## src/rtl/core/wfae_pkg.sv

```systemverilog
// ----------------------------------------------------------------------------
// wfae_pkg: shared types and tables for the frame airtime estimator
// Work descriptor passed from the classifier to the divide/scale engine,
// and the per-MCS data-bits-per-symbol tables.
// ----------------------------------------------------------------------------
package wfae_pkg;

  localparam int NUM_W     = 20;
  localparam int DIV_W     = 11;
  localparam int SYM_W     = 8;
  localparam int PRE_W     = 10;
  localparam int AIR_W     = 20;
  localparam int DIV_STEPS = NUM_W;

  typedef struct packed {
    logic [NUM_W-1:0] num;
    logic [DIV_W-1:0] divisor;
    logic [SYM_W-1:0] sym;
    logic [PRE_W-1:0] pre;
  } entry_t;

  function automatic logic [DIV_W-1:0] ht_ndbps(input logic [2:0] mcs);
    logic [DIV_W-1:0] r;
    case (mcs)
      3'd0:    r = DIV_W'(26);
      3'd1:    r = DIV_W'(52);
      3'd2:    r = DIV_W'(78);
      3'd3:    r = DIV_W'(104);
      3'd4:    r = DIV_W'(156);
      3'd5:    r = DIV_W'(208);
      3'd6:    r = DIV_W'(234);
      default: r = DIV_W'(260);
    endcase
    return r;
  endfunction

  function automatic logic [DIV_W-1:0] he_ndbps(input logic [3:0] mcs);
    logic [DIV_W-1:0] r;
    case (mcs)
      4'd0:    r = DIV_W'(117);
      4'd1:    r = DIV_W'(234);
      4'd2:    r = DIV_W'(351);
      4'd3:    r = DIV_W'(468);
      4'd4:    r = DIV_W'(702);
      4'd5:    r = DIV_W'(936);
      4'd6:    r = DIV_W'(1053);
      4'd7:    r = DIV_W'(1170);
      4'd8:    r = DIV_W'(1404);
      4'd9:    r = DIV_W'(1560);
      4'd10:   r = DIV_W'(1755);
      default: r = DIV_W'(1950);
    endcase
    return r;
  endfunction

endpackage

```

## src/rtl/core/wfae_front.sv

```systemverilog
// ----------------------------------------------------------------------------
// wfae_front: frame classifier
// Decodes format and signal fields into a descriptor: numerator, divisor,
// symbol time and preamble, so that airtime = pre + ceil-quotient * sym.
// ----------------------------------------------------------------------------
module wfae_front (
  input  logic [3:0]       mode,
  input  logic [7:0]       sig_a1,
  input  logic [15:0]      sig_a2,
  input  logic [15:0]      payload_bytes,
  output wfae_pkg::entry_t entry
);
  import wfae_pkg::*;

  localparam logic [3:0] MODE_DSSS  = 4'd0;
  localparam logic [3:0] MODE_OFDM  = 4'd1;
  localparam logic [3:0] MODE_HT    = 4'd2;
  localparam logic [3:0] MODE_VHT   = 4'd3;
  localparam logic [3:0] MODE_HE_SU = 4'd4;
  localparam logic [3:0] MODE_HE_ER = 4'd5;
  localparam logic [3:0] MODE_HE_TB = 4'd6;
  localparam logic [3:0] MODE_HE_MU = 4'd7;

  logic [NUM_W-1:0] bytes8;
  logic [NUM_W-1:0] bits;
  logic [2:0]       ht_mcs;
  logic [3:0]       he_mcs;
  logic [DIV_W-1:0] ndbps;
  logic [SYM_W-1:0] sym;
  logic [PRE_W-1:0] pre;

  assign bytes8 = NUM_W'({payload_bytes, 3'b000});
  assign bits   = bytes8 + NUM_W'(22);
  assign ht_mcs = (sig_a1[6:0] > 7'd7) ? 3'd7 : sig_a1[2:0];
  assign he_mcs = (sig_a1[3:0] > 4'd11) ? 4'd11 : sig_a1[3:0];

  always_comb begin
    ndbps = DIV_W'(96);
    sym   = SYM_W'(40);
    pre   = PRE_W'(260);
    unique case (mode) inside
      MODE_DSSS, MODE_OFDM: begin
        ndbps = DIV_W'(216);
      end
      MODE_HT: begin
        ndbps = ht_ndbps(ht_mcs);
        sym   = sig_a1[7] ? SYM_W'(36) : SYM_W'(40);
        pre   = PRE_W'(360);
      end
      MODE_VHT: begin
        ndbps = ht_ndbps(3'd7);
        pre   = PRE_W'(360);
      end
      MODE_HE_SU, MODE_HE_ER, MODE_HE_TB: begin
        ndbps = he_ndbps(he_mcs);
        sym   = (sig_a2[13:12] == 2'b11) ? SYM_W'(160) : SYM_W'(136);
        pre   = PRE_W'(440);
      end
      MODE_HE_MU: begin
        ndbps = he_ndbps(4'd7);
        sym   = SYM_W'(136);
        pre   = PRE_W'(520);
      end
      default: begin
        ndbps = DIV_W'(96);
      end
    endcase
  end

  always_comb begin
    if (payload_bytes == 16'd0) begin
      entry.num     = '0;
      entry.divisor = DIV_W'(1);
      entry.sym     = '0;
      entry.pre     = PRE_W'(200);
    end else if (mode == MODE_DSSS) begin
      entry.num     = bytes8 + NUM_W'(10);
      entry.divisor = DIV_W'(11);
      entry.sym     = SYM_W'(10);
      entry.pre     = PRE_W'(960);
    end else begin
      entry.num     = bits + NUM_W'(ndbps) - NUM_W'(1);
      entry.divisor = ndbps;
      entry.sym     = sym;
      entry.pre     = pre;
    end
  end

endmodule

```

## src/rtl/core/wfae_queue.sv

```systemverilog
// ----------------------------------------------------------------------------
// wfae_queue: descriptor queue
// Small register FIFO decoupling the classifier from the divide engine.
// ----------------------------------------------------------------------------
module wfae_queue #(
  parameter int DEPTH = 4
) (
  input  logic             clk,
  input  logic             rst,
  input  logic             push,
  input  wfae_pkg::entry_t push_data,
  input  logic             pop,
  output wfae_pkg::entry_t pop_data,
  output logic             full,
  output logic             empty
);
  import wfae_pkg::*;

  localparam int IDX_W = (DEPTH > 1) ? $clog2(DEPTH) : 1;
  localparam int CNT_W = $clog2(DEPTH + 1);

  entry_t           store [DEPTH];
  logic [IDX_W-1:0] wr_ptr;
  logic [IDX_W-1:0] rd_ptr;
  logic [CNT_W-1:0] count;

  assign full     = (count == CNT_W'(DEPTH));
  assign empty    = (count == '0);
  assign pop_data = store[rd_ptr];

  always_ff @(posedge clk) begin
    if (push) begin
      store[wr_ptr] <= push_data;
    end
  end

  always_ff @(posedge clk) begin
    if (rst) begin
      wr_ptr <= '0;
      rd_ptr <= '0;
      count  <= '0;
    end else begin
      if (push) begin
        wr_ptr <= (wr_ptr == IDX_W'(DEPTH - 1)) ? '0 : wr_ptr + 1'b1;
      end
      if (pop) begin
        rd_ptr <= (rd_ptr == IDX_W'(DEPTH - 1)) ? '0 : rd_ptr + 1'b1;
      end
      case ({push, pop})
        2'b10:   count <= count + 1'b1;
        2'b01:   count <= count - 1'b1;
        default: count <= count;
      endcase
    end
  end

endmodule

```

## src/rtl/core/wfae_back.sv

```systemverilog
// ----------------------------------------------------------------------------
// wfae_back: divide and scale engine
// Restoring divider, one quotient bit per cycle, then multiply by symbol
// time and add preamble.
// ----------------------------------------------------------------------------
module wfae_back (
  input  logic                        clk,
  input  logic                        rst,
  input  logic                        empty,
  input  wfae_pkg::entry_t            head,
  output logic                        pop,
  output logic                        done,
  output logic [wfae_pkg::AIR_W-1:0]  airtime
);
  import wfae_pkg::*;

  localparam int STEP_W = $clog2(DIV_STEPS);

  typedef enum logic [1:0] {IDLE, DIV, MUL, FIN} state_t;

  state_t              state;
  logic [NUM_W-1:0]    quo;
  logic [DIV_W-1:0]    rem;
  logic [DIV_W-1:0]    divisor;
  logic [SYM_W-1:0]    sym;
  logic [PRE_W-1:0]    pre;
  logic [STEP_W-1:0]   step;
  logic [AIR_W-1:0]    product;

  logic [DIV_W:0]      trial;
  logic [DIV_W:0]      diff;
  logic                ge;
  logic [DIV_W-1:0]    rem_next;
  logic [NUM_W+SYM_W-1:0] full_product;

  assign pop          = (state == IDLE) && !empty;
  assign trial        = {rem, quo[NUM_W-1]};
  assign ge           = (trial >= {1'b0, divisor});
  assign diff         = trial - {1'b0, divisor};
  assign rem_next     = ge ? diff[DIV_W-1:0] : trial[DIV_W-1:0];
  assign full_product = quo * sym;

  always_ff @(posedge clk) begin
    if (rst) begin
      state <= IDLE;
      done  <= 1'b0;
    end else begin
      done <= 1'b0;
      unique case (state)
        IDLE: begin
          if (!empty) begin
            quo     <= head.num;
            divisor <= head.divisor;
            sym     <= head.sym;
            pre     <= head.pre;
            rem     <= '0;
            step    <= '0;
            state   <= DIV;
          end
        end
        DIV: begin
          rem  <= rem_next;
          quo  <= {quo[NUM_W-2:0], ge};
          step <= step + 1'b1;
          if (step == STEP_W'(DIV_STEPS - 1)) begin
            state <= MUL;
          end
        end
        MUL: begin
          product <= full_product[AIR_W-1:0];
          state   <= FIN;
        end
        FIN: begin
          airtime <= AIR_W'(pre) + product;
          done    <= 1'b1;
          state   <= IDLE;
        end
        default: state <= IDLE;
      endcase
    end
  end

endmodule

```

## src/rtl/core/wifi_frame_airtime_estimator.sv

```systemverilog
// ----------------------------------------------------------------------------
// wifi_frame_airtime_estimator: 802.11 frame airtime estimate, 0.1 us units
// The engine takes a queued item only when idle, runs the 20-step bit-serial divider,
// then scales by symbol time and adds the preamble before it takes the next item.
// Up to QUEUE_DEPTH items wait in the queue; busy is high while it is full.
// Reset empties the queue and idles the divider; results cannot be stalled.
// ----------------------------------------------------------------------------
module wifi_frame_airtime_estimator #(
  parameter int QUEUE_DEPTH = 4
) (
  input  logic        clk,
  input  logic        rst,
  input  logic        start,
  output logic        busy,
  input  logic [3:0]  mode,
  input  logic [7:0]  sig_a1,
  input  logic [15:0] sig_a2,
  input  logic [15:0] payload_bytes,
  output logic        done,
  output logic [19:0] airtime_tenths_us
);
  import wfae_pkg::*;

  entry_t entry;
  entry_t head;
  logic   full;
  logic   empty;
  logic   pop;
  logic   push;

  assign busy = full;
  assign push = start && !full;

  wfae_front u_front (
    .mode          (mode),
    .sig_a1        (sig_a1),
    .sig_a2        (sig_a2),
    .payload_bytes (payload_bytes),
    .entry         (entry)
  );

  wfae_queue #(
    .DEPTH (QUEUE_DEPTH)
  ) u_queue (
    .clk       (clk),
    .rst       (rst),
    .push      (push),
    .push_data (entry),
    .pop       (pop),
    .pop_data  (head),
    .full      (full),
    .empty     (empty)
  );

  wfae_back u_back (
    .clk     (clk),
    .rst     (rst),
    .empty   (empty),
    .head    (head),
    .pop     (pop),
    .done    (done),
    .airtime (airtime_tenths_us)
  );

endmodule

```

## config.mk

```make
export PLATFORM = sky130hd
export DESIGN_NAME = wifi_frame_airtime_estimator
export DESIGN_NICKNAME = d
export VERILOG_FILES = /design/src/rtl/core/wfae_pkg.sv /design/src/rtl/core/wfae_front.sv /design/src/rtl/core/wfae_queue.sv /design/src/rtl/core/wfae_back.sv /design/src/rtl/core/wifi_frame_airtime_estimator.sv
export SDC_FILE = /design/constraint.sdc
export NUM_CORES = 1
export LEC_CHECK = 0
export BUFFER_PORTS_ARGS = -buffer_cell sky130_fd_sc_hd__buf_2
export CAP_MARGIN = 10
export CELL_PAD_IN_SITES_DETAIL_PLACEMENT = 1
export CELL_PAD_IN_SITES_GLOBAL_PLACEMENT = 2
export CORE_MARGIN = 2
export CORE_UTILIZATION = 48
export DETAILED_ROUTE_END_ITERATION = 16
export PLACE_DENSITY = 0.95
export SKIP_CTS_REPAIR_TIMING = 1
export SYNTH_ARGS = -nofsm -noshare
export SYNTH_HDL_FRONTEND = slang
export SYNTH_SLANG_ARGS = --single-unit
```

## constraint.sdc

```tcl
create_clock -name clk -period 8.5 [get_ports clk]
set_input_delay 0.425 -clock clk [delete_from_list [all_inputs] [get_ports clk]]
set_output_delay 0.425 -clock clk [all_outputs]
set_load 0.01 [all_outputs]
```

Word-level counts from Yosys, hierarchy flattened --
Memories as Yosys holds them, arrays and structs flattened. A register that Yosys moved wholly into a read port is not among the register bits. Cells that the tools add are included.
Storage, ports and cells: register bits 115, RAM bits 196, bits in read-only memories 176, input bits 47, output and inout bits 22, word-level logic and storage cells 104, memories 2
Memories:
- u_queue.store | words 4, width 49, rd ports 1, clocked after memory_dff 1, wr ports 1, line wfae_queue.sv:22 | entry_t store [DEPTH];
- (name not given) | words 16, width 11, rd ports 1, clocked after memory_dff 0, wr ports 0, line wfae_pkg.sv:39 | case (mcs)
Operators by class: $add $sub $neg 11, $mul 1, magnitude comparators 3, equal/unequal tests 25, mux-type cells 28, bitwise operators 2, reductions and logical operators 19
Operators by type and width (count):
- 2-to-1 mux 49 bit | 2
- one-hot mux 9 bit (7 select lines) | 1
- one-hot mux 11 bit (5 select lines) | 1
- one-hot mux 20 bit (2 select lines) | 1
- one-hot mux 10 bit (3 select lines) | 1
- one-hot mux 8 bit (3 select lines) | 1
- 2-to-1 mux 11 bit | 2
- one-hot mux 11 bit (2 select lines) | 1
- adder 10 x 20 -> 20 bit | 1
- adder 19 x 4 -> 20 bit, second input constant | 1
- adder 19 x 5 -> 20 bit, second input constant | 1
- adder 20 x 11 -> 20 bit | 1
- multiplier 20 x 8 -> 20 bit | 1
- 2-to-1 mux 20 bit | 1
- subtractor 20 x 1 -> 20 bit, second input constant | 1
- equality test 4 x 3 -> 1 bit, second input constant | 4
- zero test 16 bit | 1
- equality test 2 bit, second input constant | 6
- equality test 3 bit, second input constant | 4
- >= comparator 12 x 11 -> 1 bit | 1
- 2-to-1 mux 2 bit | 6
- subtractor 11 bit | 1
- one-hot mux 5 bit (2 select lines) | 1
- equality test 4 x 2 -> 1 bit, second input constant | 2
- 31 further kinds | 46

Logic depth before layout (Yosys ltp) --
Gate-level depths: netlist (run 1).
depth in word-level cells 9, depth in mapped cells 18, depth with buffers taken out 16

Cells and area by module --
From an unflattened synthesis (run 1), not the netlist that was laid out.
Unflattened totals: cell total of the unflattened synthesis 1406, area total of the unflattened synthesis 18285.0 µm²
Modules (own cells, without submodules):
- wfae_back | times used 1, cells each 818, area each 8861.0 µm², sequential area each 3213.1 µm²
- wfae_queue | times used 1, cells each 304, area each 7539.7 µm², sequential area each 6065.8 µm²
- wfae_front | times used 1, cells each 283, area each 1870.5 µm², sequential area each 0.0 µm²
- wifi_frame_airtime_estimator | times used 1, cells each 1, area each 13.8 µm², sequential area each 0.0 µm²

Worst setup path before layout (run 1) --
OpenSTA, ideal clock, no wires.
kind reg2reg, start reg u_back.sym[2], end reg u_back.product[19], data pin, library setup time 0.260 ns, arrival 3.926 ns, setup slack 4.314 ns, cell stages (with the launch flop) 16, cell sequence edfxtp_1 -> clkbuf_1 -> and2_1 -> ha_1 -> inv_1 -> fa_1 -> fa_1 -> inv_1 -> fa_1 -> ha_1 -> nand3_1 -> o2111ai_2 -> o2111ai_1 -> a311o_1 -> a31oi_1 -> xnor2_1
On the way: cells in the longest elaborated chain, start to end 1
Ends and longest elaborated chain:
- start: declaration | line wfae_back.sv:25 | logic [SYM_W-1:0] sym;
- start signal: assignment | line wfae_back.sv:54 | sym <= head.sym;
- multiplier 20 x 8 -> 20 bit | line wfae_back.sv:41 | assign full_product = quo * sym;
- named net u_back.full_product[19] | line wfae_back.sv:34 | logic [NUM_W+SYM_W-1:0] full_product;
- end signal: assignment | line wfae_back.sv:70 | product <= full_product[AIR_W-1:0];
- end: declaration | line wfae_back.sv:28 | logic [AIR_W-1:0] product;
The timed path passes the listed nets, and every way through them passes these cells. A chain may end at the register's enable or synchronous reset.

Final worst setup path (run 1) --
start reg u_back.sym[3], end reg u_back.product[19], data pin
Same word-level chain as after synthesis.

==> summary.md, run 1 <==
| Metric | Value |
|---|---|
| Status | finished clean |
| Via count | 9918 |
| Top flip-flop cell by instance count after synthesis | edfxtp_1 |
| Cell accounting for the most synthesized area | edfxtp_1 |
| Ant. Diodes | 0 |
| Total Negative Setup Slacks | 0 ns |
| Leakage | 0.00704 uW |
| Average size of a mapped cell | 12.8 um2 |
| Number of synthesized flops with an enable pin | 274 |
| Classification of the worst-slack hold path | input pin to register |
| Share of synthesized area occupied by flip-flops and latches | 52.4% |
| Die height | 188 um |
| Placer's final routability congestion estimate | 0.813 |
| Fraction of the core area covered by cells at the end of the flow | 53.7% |
| IO buf count | 53 |
| Met2 capacity usage during global routing | 35.4% |
| Pin slew with the least headroom to its limit | 1.01 ns |
| Clock transition at the registers of the reported paths | 0.06 ns |
| Number of routed nets with antenna violations | 0 |
| Cell with the most instances after synthesis | edfxtp_1 |
| Crit path capture type | register |
| FFs w/ async S/R, synth | 0% |
| H-tree Lvls | 1 |
| Maximum number of pins on one net before global-route repair | 45 |
| Maximum vdd drop | 0.277 mV |
| Latest clock arrival within the worst-skew pair | 0.55 ns |
| Number of buffers created by CTS | 29 |
| Antenna violations before repair | 0 |
| Minimum hold slack | 0.278 ns |
| Starting density of the core | 48.5% |
| Number of endpoints failing setup at the final stage | 0 |
| Buffer type at the clock tree root | clkbuf_16 |
| First-pass iteration count of the detailed router | 5 |
| Layout Nets | 1538 |
| Share of the cycle needed by the critical path after routing | 54.9% |
| Arrival @ worst endpoint | 4.95 ns |
| Post-layout worst setup margin | 3.84 ns |
| Cell Area, Synth | 16200 um2 |
| Synthesized instance count | 1266 |
| GRT busiest layer | met2 |
| Area of the die | 35200 um2 |
| Minimum period implied by the final worst setup slack | 4.66 ns |
| Half-perimeter wire length after placement | 25.5 mm |
| Core Footprint | 33400 um2 |
| Setup Skew | 0.0126 ns |
| Signed area change from the synthesized netlist to the final layout | 10.7% |
| Wire length of the first global-routing pass | 56.3 mm |
| Avg Vias per Cell | 5.53 |
| Total congestion overflow | 0 |
| Yosys warns | 0 |
| Top Ports | 69 |
| Number of register bits inferred by synthesis | 286 |
| Total number of clock tree sinks | 286 |
| Count of standard-cell rows | 67 |
| Number of DRC violations after detailed routing | 0 |
| Top cells by area, synth | edfxtp_1 51%, ha_1 9.7%, mux4_2 6.1% |
| Total track usage | 20.0% |
| Vias in the first global route | 10598 |
| Wirelength, routed | 35.0 mm |
| GR Layer Usage met3 | 2.64% |
| Setup repair after global routing missed its margin | false |
| Post-Place Worst Slack | 3.79 ns |
| Number of hold violations in the final report | 0 |
| Maximum clock frequency | 0.214 GHz |
| Met1 demand-to-capacity share in global routing | 25.9% |
| Yosys cell types | 72 |
| CTS tree | built |
| Deepest clock path buffer count | 3 |
| Syn Nets | 1480 |
| Pwr per Cell Area | 426 nW/um2 |
| Max-slew headroom | 32.3% |
| Power Total | 7620 uW |
| Post-DR wirelength/cell | 19.5 um |
| Drt first-iter violations | 529 |
| Setup Crit Path Kind | register to register |
| Top fanout value on the critical path | 17 |
| Number of maximum-capacitance violations | 0 |
| Synth top area share | 50.9% |
| Data required time of the critical path | 8.78 ns |
| Max Slew Vio Count | 0 |
| Top post-synthesis cells by count | 274 x edfxtp_1, 125 x ha_1, 125 x inv_1 |
| Die Width | 188 um |
| Type of origin of the critical path | register |
| Layout cell share with drive strength beyond 1 | 12.9% |
## area by class of cell
type | count | area, um2
fill | 3427 | 15500
clock inverter | 15 | 208
timing repair buffer | 63 | 340
sequential | 286 | 8470
inverter | 126 | 473
multi-input combinational | 818 | 7100
tap | 448 | 561
clock buffer | 36 | 752
## placed cells by master, fill, tap and decap left out, types with 6 or more instances in the layout
master,netlist,routed
a211oi_1,16,15
o21ai_0,24,24
o21ai_1,6,6
nor3_1,14,14
a31oi_1,6,6
nand2b_1,14,14
nor2b_1,13,11
edfxtp_1,274,274
xnor2_1,39,39
clkbuf_16,0,29
buf_2,6,53
fa_1,42,42
or3_1,9,9
nand3_1,23,23
a21o_1,6,6
buf_4,2,10
mux2i_1,9,9
clkbuf_1,25,7
o21a_1,8,8
a21oi_1,51,51
mux4_2,44,44
inv_1,125,125
and2_1,90,86
dfxtp_1,12,10
nor2_1,65,64
nor4_1,7,7
and3_1,9,9
nand2_1,100,100
xor2_1,30,30
ha_1,125,125
## cells by family (layout without fill, tap and decap cells)
family	Yosys count	in the layout	share of synthesized area, %
simple gates	371	371	11.9
other cells	1	1	0.0232
xor+xnor	69	69	3.74
fa+ha+maj	167	167	14.9
mux	57	57	6.96
flops	286	286	52.4
compound gates	153	153	6.27
buf+inv	162	240	3.90
## worst paths after layout
| kind | end | slack [ns] | startpoint | cells after the start |
|---|---|---|---|---|
| worst max-delay path | u_back.product[19] | 3.84 | u_back.sym[3] | 14 |
| worst min-delay path | u_queue.count[0] | 0.28 | rst | 2 |
| worst max register to register | u_back.product[19] | 3.84 | u_back.sym[3] | 14 |
| worst min register to register | u_back.airtime[1] | 0.44 | u_back.product[1] | 0 |
## sequential cells by signal, summed over array words and instances (netlist names), named ones only
register	cells
u_back.airtime	19
u_back.divisor	11
u_back.done	1
u_back.pre	8
u_back.product	19
u_back.quo	20
u_back.rem	11
u_back.state	2
u_back.step	5
u_back.sym	5
u_queue.count	3
u_queue.rd_ptr	2
u_queue.store	176
u_queue.wr_ptr	2
## stage by stage
step,cell area (um2),instances
6_report,17900,1792
3_3_place_gp,16900,1741
4_1_cts,17900,1792
2_1_floorplan,16200,1266
5_1_grt,17900,1792
3_5_place_dp,16900,1741
## layer usage
| metal | part of all wire (%) | routed length, um |
|---|---|---|
| met5 | 0 | 0 |
| met4 | 2.2 | 774 |
| met3 | 3.6 | 1250 |
| met2 | 51 | 17800 |
| met1 | 44 | 15200 |
## worst max-delay path: stages (launching register included)
cell and delay, ns:
edfxtp_1 0.65, and2_1 0.28, ha_1 0.28, inv_1 0.07
fa_1 0.44, fa_1 0.55, inv_1 0.06, fa_1 0.48
ha_1 0.38, nand3_1 0.11, o2111ai_2 0.25, o2111ai_1 0.24
a311o_1 0.36, a31oi_1 0.18, xnor2_1 0.09
## report_power, final
group / leakage (uW) / switching, uW / total (uW) / internal, uW
clock network: 0.000458 / 514 / 1290 / 776
logic: 0.00396 / 2270 / 4030 / 1770
registers: 0.00262 / 198 / 2300 / 2100
total: 0.00704 / 2980 / 7620 / 4640
(Power assumes the default switching activity.)
==> run 2, diff against run 1 <==
ABC_AREA = 1   (was default)
CORE_UTILIZATION = 36   (was 48)
PLACE_DENSITY = 0.86   (was 0.95)
clock period = 3.88 ns   (was 8.5 ns; I/O delays follow)
==> run 2 against run 1 <==
  * Setup slack worse by 3.9 ns
  * Clock skew up 0.00068 ns
  * Global-route usage down 1.2 points
  * Non-clock buffer count up 80
  * Critical endpoint is now u_back.product[15]
  * The run now ends with negative setup slack left
  * Utilization down 11 points
==> summary.md, run 2 <==
| Metric | Value |
|---|---|
| Signed area change from the synthesized netlist to the final layout | 17.4% |
| IO buf count | 53 (unchanged) |
| CTS tree | built |
| Max reg flops | 176 (unchanged) |
| Die Width | 225 um (+20%) |
| Area of the die | 50500 um2 (+44%) |
| Wire length of the first global-routing pass | 75.8 mm (+35%) |
| Layout cell share with drive strength beyond 1 | 15.2% (+2.3 points) |
| Synth top area share | 46.9% (-4.0 points) |
| Setup Crit Path Kind | register to register |
| H-tree Lvls | 1 (unchanged) |
| Buffer type at the clock tree root | clkbuf_16 |
| Core Footprint | 47900 um2 (+44%) |
| Minimum period implied by the final worst setup slack | 3.91 ns (-0.753 ns) |
| Register containing the most flip-flops in the final layout | u_queue.store |
| Number of DRC violations after detailed routing | 0 (unchanged) |
| Ant. Diodes | 0 (unchanged) |
| Max-slew headroom | 27.9% (-4.5 points) |
| Cell Area, Synth | 17500 um2 (+8.5%) |
| Post-DR wirelength/cell | 17.9 um (-8.5%) |
| Filler Cell Count | 5453 (+59%) |
| Max Slew Vio Count | 0 (unchanged) |
| Vias in the first global route | 14576 (+38%) |
| Number of synthesized flops with an enable pin | 274 (unchanged) |
| Post-layout worst setup margin | -0.0316 ns (-3.87 ns) |
| Number of routed nets with antenna violations | 0 (unchanged) |
| Commonest non-fill, non-tap cell in the layout | nand2_1 |
| Drt first-iter violations | 701 (+33%) |
| Latest clock arrival within the worst-skew pair | 0.58 ns (+0.03 ns) |
| Yosys warns | 0 (unchanged) |
| FFs w/ async S/R, synth | 0% (unchanged) |
| Failing checks | negative setup slack |
| Syn Nets | 2149 (+45%) |
| Via count | 13589 (+37%) |
| Share of the cycle needed by the critical path after routing | 101% (+46 points) |
| Type of origin of the critical path | register |
| Number of endpoints failing setup at the final stage | 4 (+4) |
| Wirelength, routed | 48.2 mm (+38%) |
| Number of register bits inferred by synthesis | 286 (unchanged) |
| Most frequent cells in the layout | 333 x nand2_1, 315 x inv_1, 274 x edfxtp_1 |
| Count of standard-cell rows | 80 (+19%) |
| Maximum clock frequency | 0.256 GHz (+19%) |
| GR Layer Usage met3 | 1.99% (-0.65 points) |
| Synthesized instance count | 1935 (+53%) |
| Avg Vias per Cell | 5.04 (-9.0%) |
| Area of the multi-input gates | 8110 um2 (+14%) |
| Total track usage | 18.8% (-1.2 points) |
| Met2 capacity usage during global routing | 33.6% (-1.8 points) |
| Total congestion overflow | 0 (unchanged) |
| Antenna violations before repair | 0 (unchanged) |
| Number of maximum-capacitance violations | 0 (unchanged) |
| Arrival @ worst endpoint | 4.24 ns (-0.71 ns) |
| Number of buffers created by CTS | 30 (+3.4%) |
| Average size of a mapped cell | 9.06 um2 (-29%) |
| Top flip-flop cell by instance count after synthesis | edfxtp_1 |
| Crit path capture type | register |
| Starting density of the core | 36.6% (-12 points) |
| Fraction of the core area covered by cells at the end of the flow | 43.0% (-11 points) |
| Top cells by area, synth | edfxtp_1 47%, ha_1 8.9%, nand2_1 7.5% |
| Data required time of the critical path | 4.21 ns (-4.57 ns) |
| Top post-synthesis cells by count | 350 x nand2_1, 324 x inv_1, 274 x edfxtp_1 |
| Total number of clock tree sinks | 286 (unchanged) |
| First-pass iteration count of the detailed router | 4 (-1) |
| Cell with the most instances after synthesis | nand2_1 |
| Share of synthesized area occupied by flip-flops and latches | 48.3% (-4.1 points) |
| Clock transition at the registers of the reported paths | 0.06 ns (about the same) |
| Layout Nets | 2274 (+48%) |
| Placer's final routability congestion estimate | 0.878 (+8.0%) |
| FF/Latch Area | 8470 um2 (about the same) |
| Minimum hold slack | 0.109 ns (-0.169 ns) |
| GRT busiest layer | met2 |
| Status | complete, but fails checks |
| Pin slew with the least headroom to its limit | 1.08 ns (+0.0716 ns) |
| Cell accounting for the most synthesized area | edfxtp_1 |
| Met1 demand-to-capacity share in global routing | 23.8% (-2.1 points) |
| Die height | 225 um (+20%) |
| Yosys cell types | 51 (-29%) |
| Leading registers by flop count | u_queue.store x176, u_back.quo x20 |
| Top Ports | 69 (unchanged) |
| Maximum number of pins on one net before global-route repair | 89 (+98%) |
| Deepest clock path buffer count | 3 (unchanged) |
| Classification of the worst-slack hold path | input pin to register |
| Number of hold violations in the final report | 0 (unchanged) |
| Half-perimeter wire length after placement | 35.3 mm (+38%) |
| Setup repair after global routing missed its margin | true |
| Top fanout value on the critical path | 5 (-12) |
| Setup Skew | 0.0133 ns (+0.000676 ns) |
## run 2: changes by cell type after synthesis, moves of 44 or more
cell / delta
and2_1: -88
inv_1: +199
mux4_2: -44
nand2_1: +250
nand3_1: +58
nor2_1: +188
o21ai_0: +106
## run 2: cell type report
class	count	area share [%]
Timing Repair Buffer	143	4.76
Tap cell	615	3.74
Sequential cell	286	41.1
Clock inverter	20	1.02
Inverter	335	6.14
Multi-Input combinational cell	1264	39.4
Clock buffer	35	3.84
## run 2: worst paths after layout
check                                  startpoint              endpoint  cells after the start  slack [ns]
worst min-delay path                    sig_a1[7]  u_queue.store[3][12]                      3        0.11
worst min register to register  u_back.product[1]     u_back.airtime[1]                      0        0.43
worst max register to register      u_back.sym[5]    u_back.product[15]                     16       -0.03
worst max-delay path                u_back.sym[5]    u_back.product[15]                     16       -0.03
## run 2: kinds of logic after synthesis
kind of cell,Yosys count,synth area share (%)
xor+xnor,42,2.10
simple gates,783,19.0
buf+inv,385,8.46
compound gates,270,8.40
flops,286,48.3
fa+ha+maj,167,13.7
other cells,1,0.0214
mux,1,0.0571
## run 2: per-stage QoR
| stage | instances | instance area, um2 | setup slack [ns] | setup TNS, ns |
|---|---|---|---|---|
| 6_report | 2698 | 20600 | -0.0316 | -0.0801 |
| 5_1_grt | 2698 | 20600 | -0.203 | -1.25 |
| 4_1_cts | 2691 | 20000 | -0.214 | -1.42 |
| 3_5_place_dp | 2636 | 19000 | -0.197 | -1.25 |
| 3_3_place_gp | 2636 | 19000 | -0.107 | -0.488 |
| 2_1_floorplan | 1935 | 17500 | 0.0155 | 0 |
## run 2: worst max-delay path, cell delays in order (launching register included)
cell and delay [ns]:
edfxtp_1 0.51, buf_6 0.19, nand2_2 0.05, inv_2 0.04
ha_4 0.25, inv_2 0.03, fa_1 0.47, inv_1 0.05
fa_1 0.46, fa_1 0.57, ha_4 0.24, a21oi_4 0.21
o21ai_2 0.10, buf_4 0.14, a21oi_2 0.13, nand2_1 0.08
xor2_1 0.13
## run 2: routing by layer
metal  vias up  wire (um)
met2       197      23900
met3        85       1340
met1      6689      21500
met4         0       1450
met5         -          0
li1       6618          -
Power of run 2 is left out: the tool's default activity adds up to more than one toggle a clock period on the data nets, which glitch-free logic cannot reach.
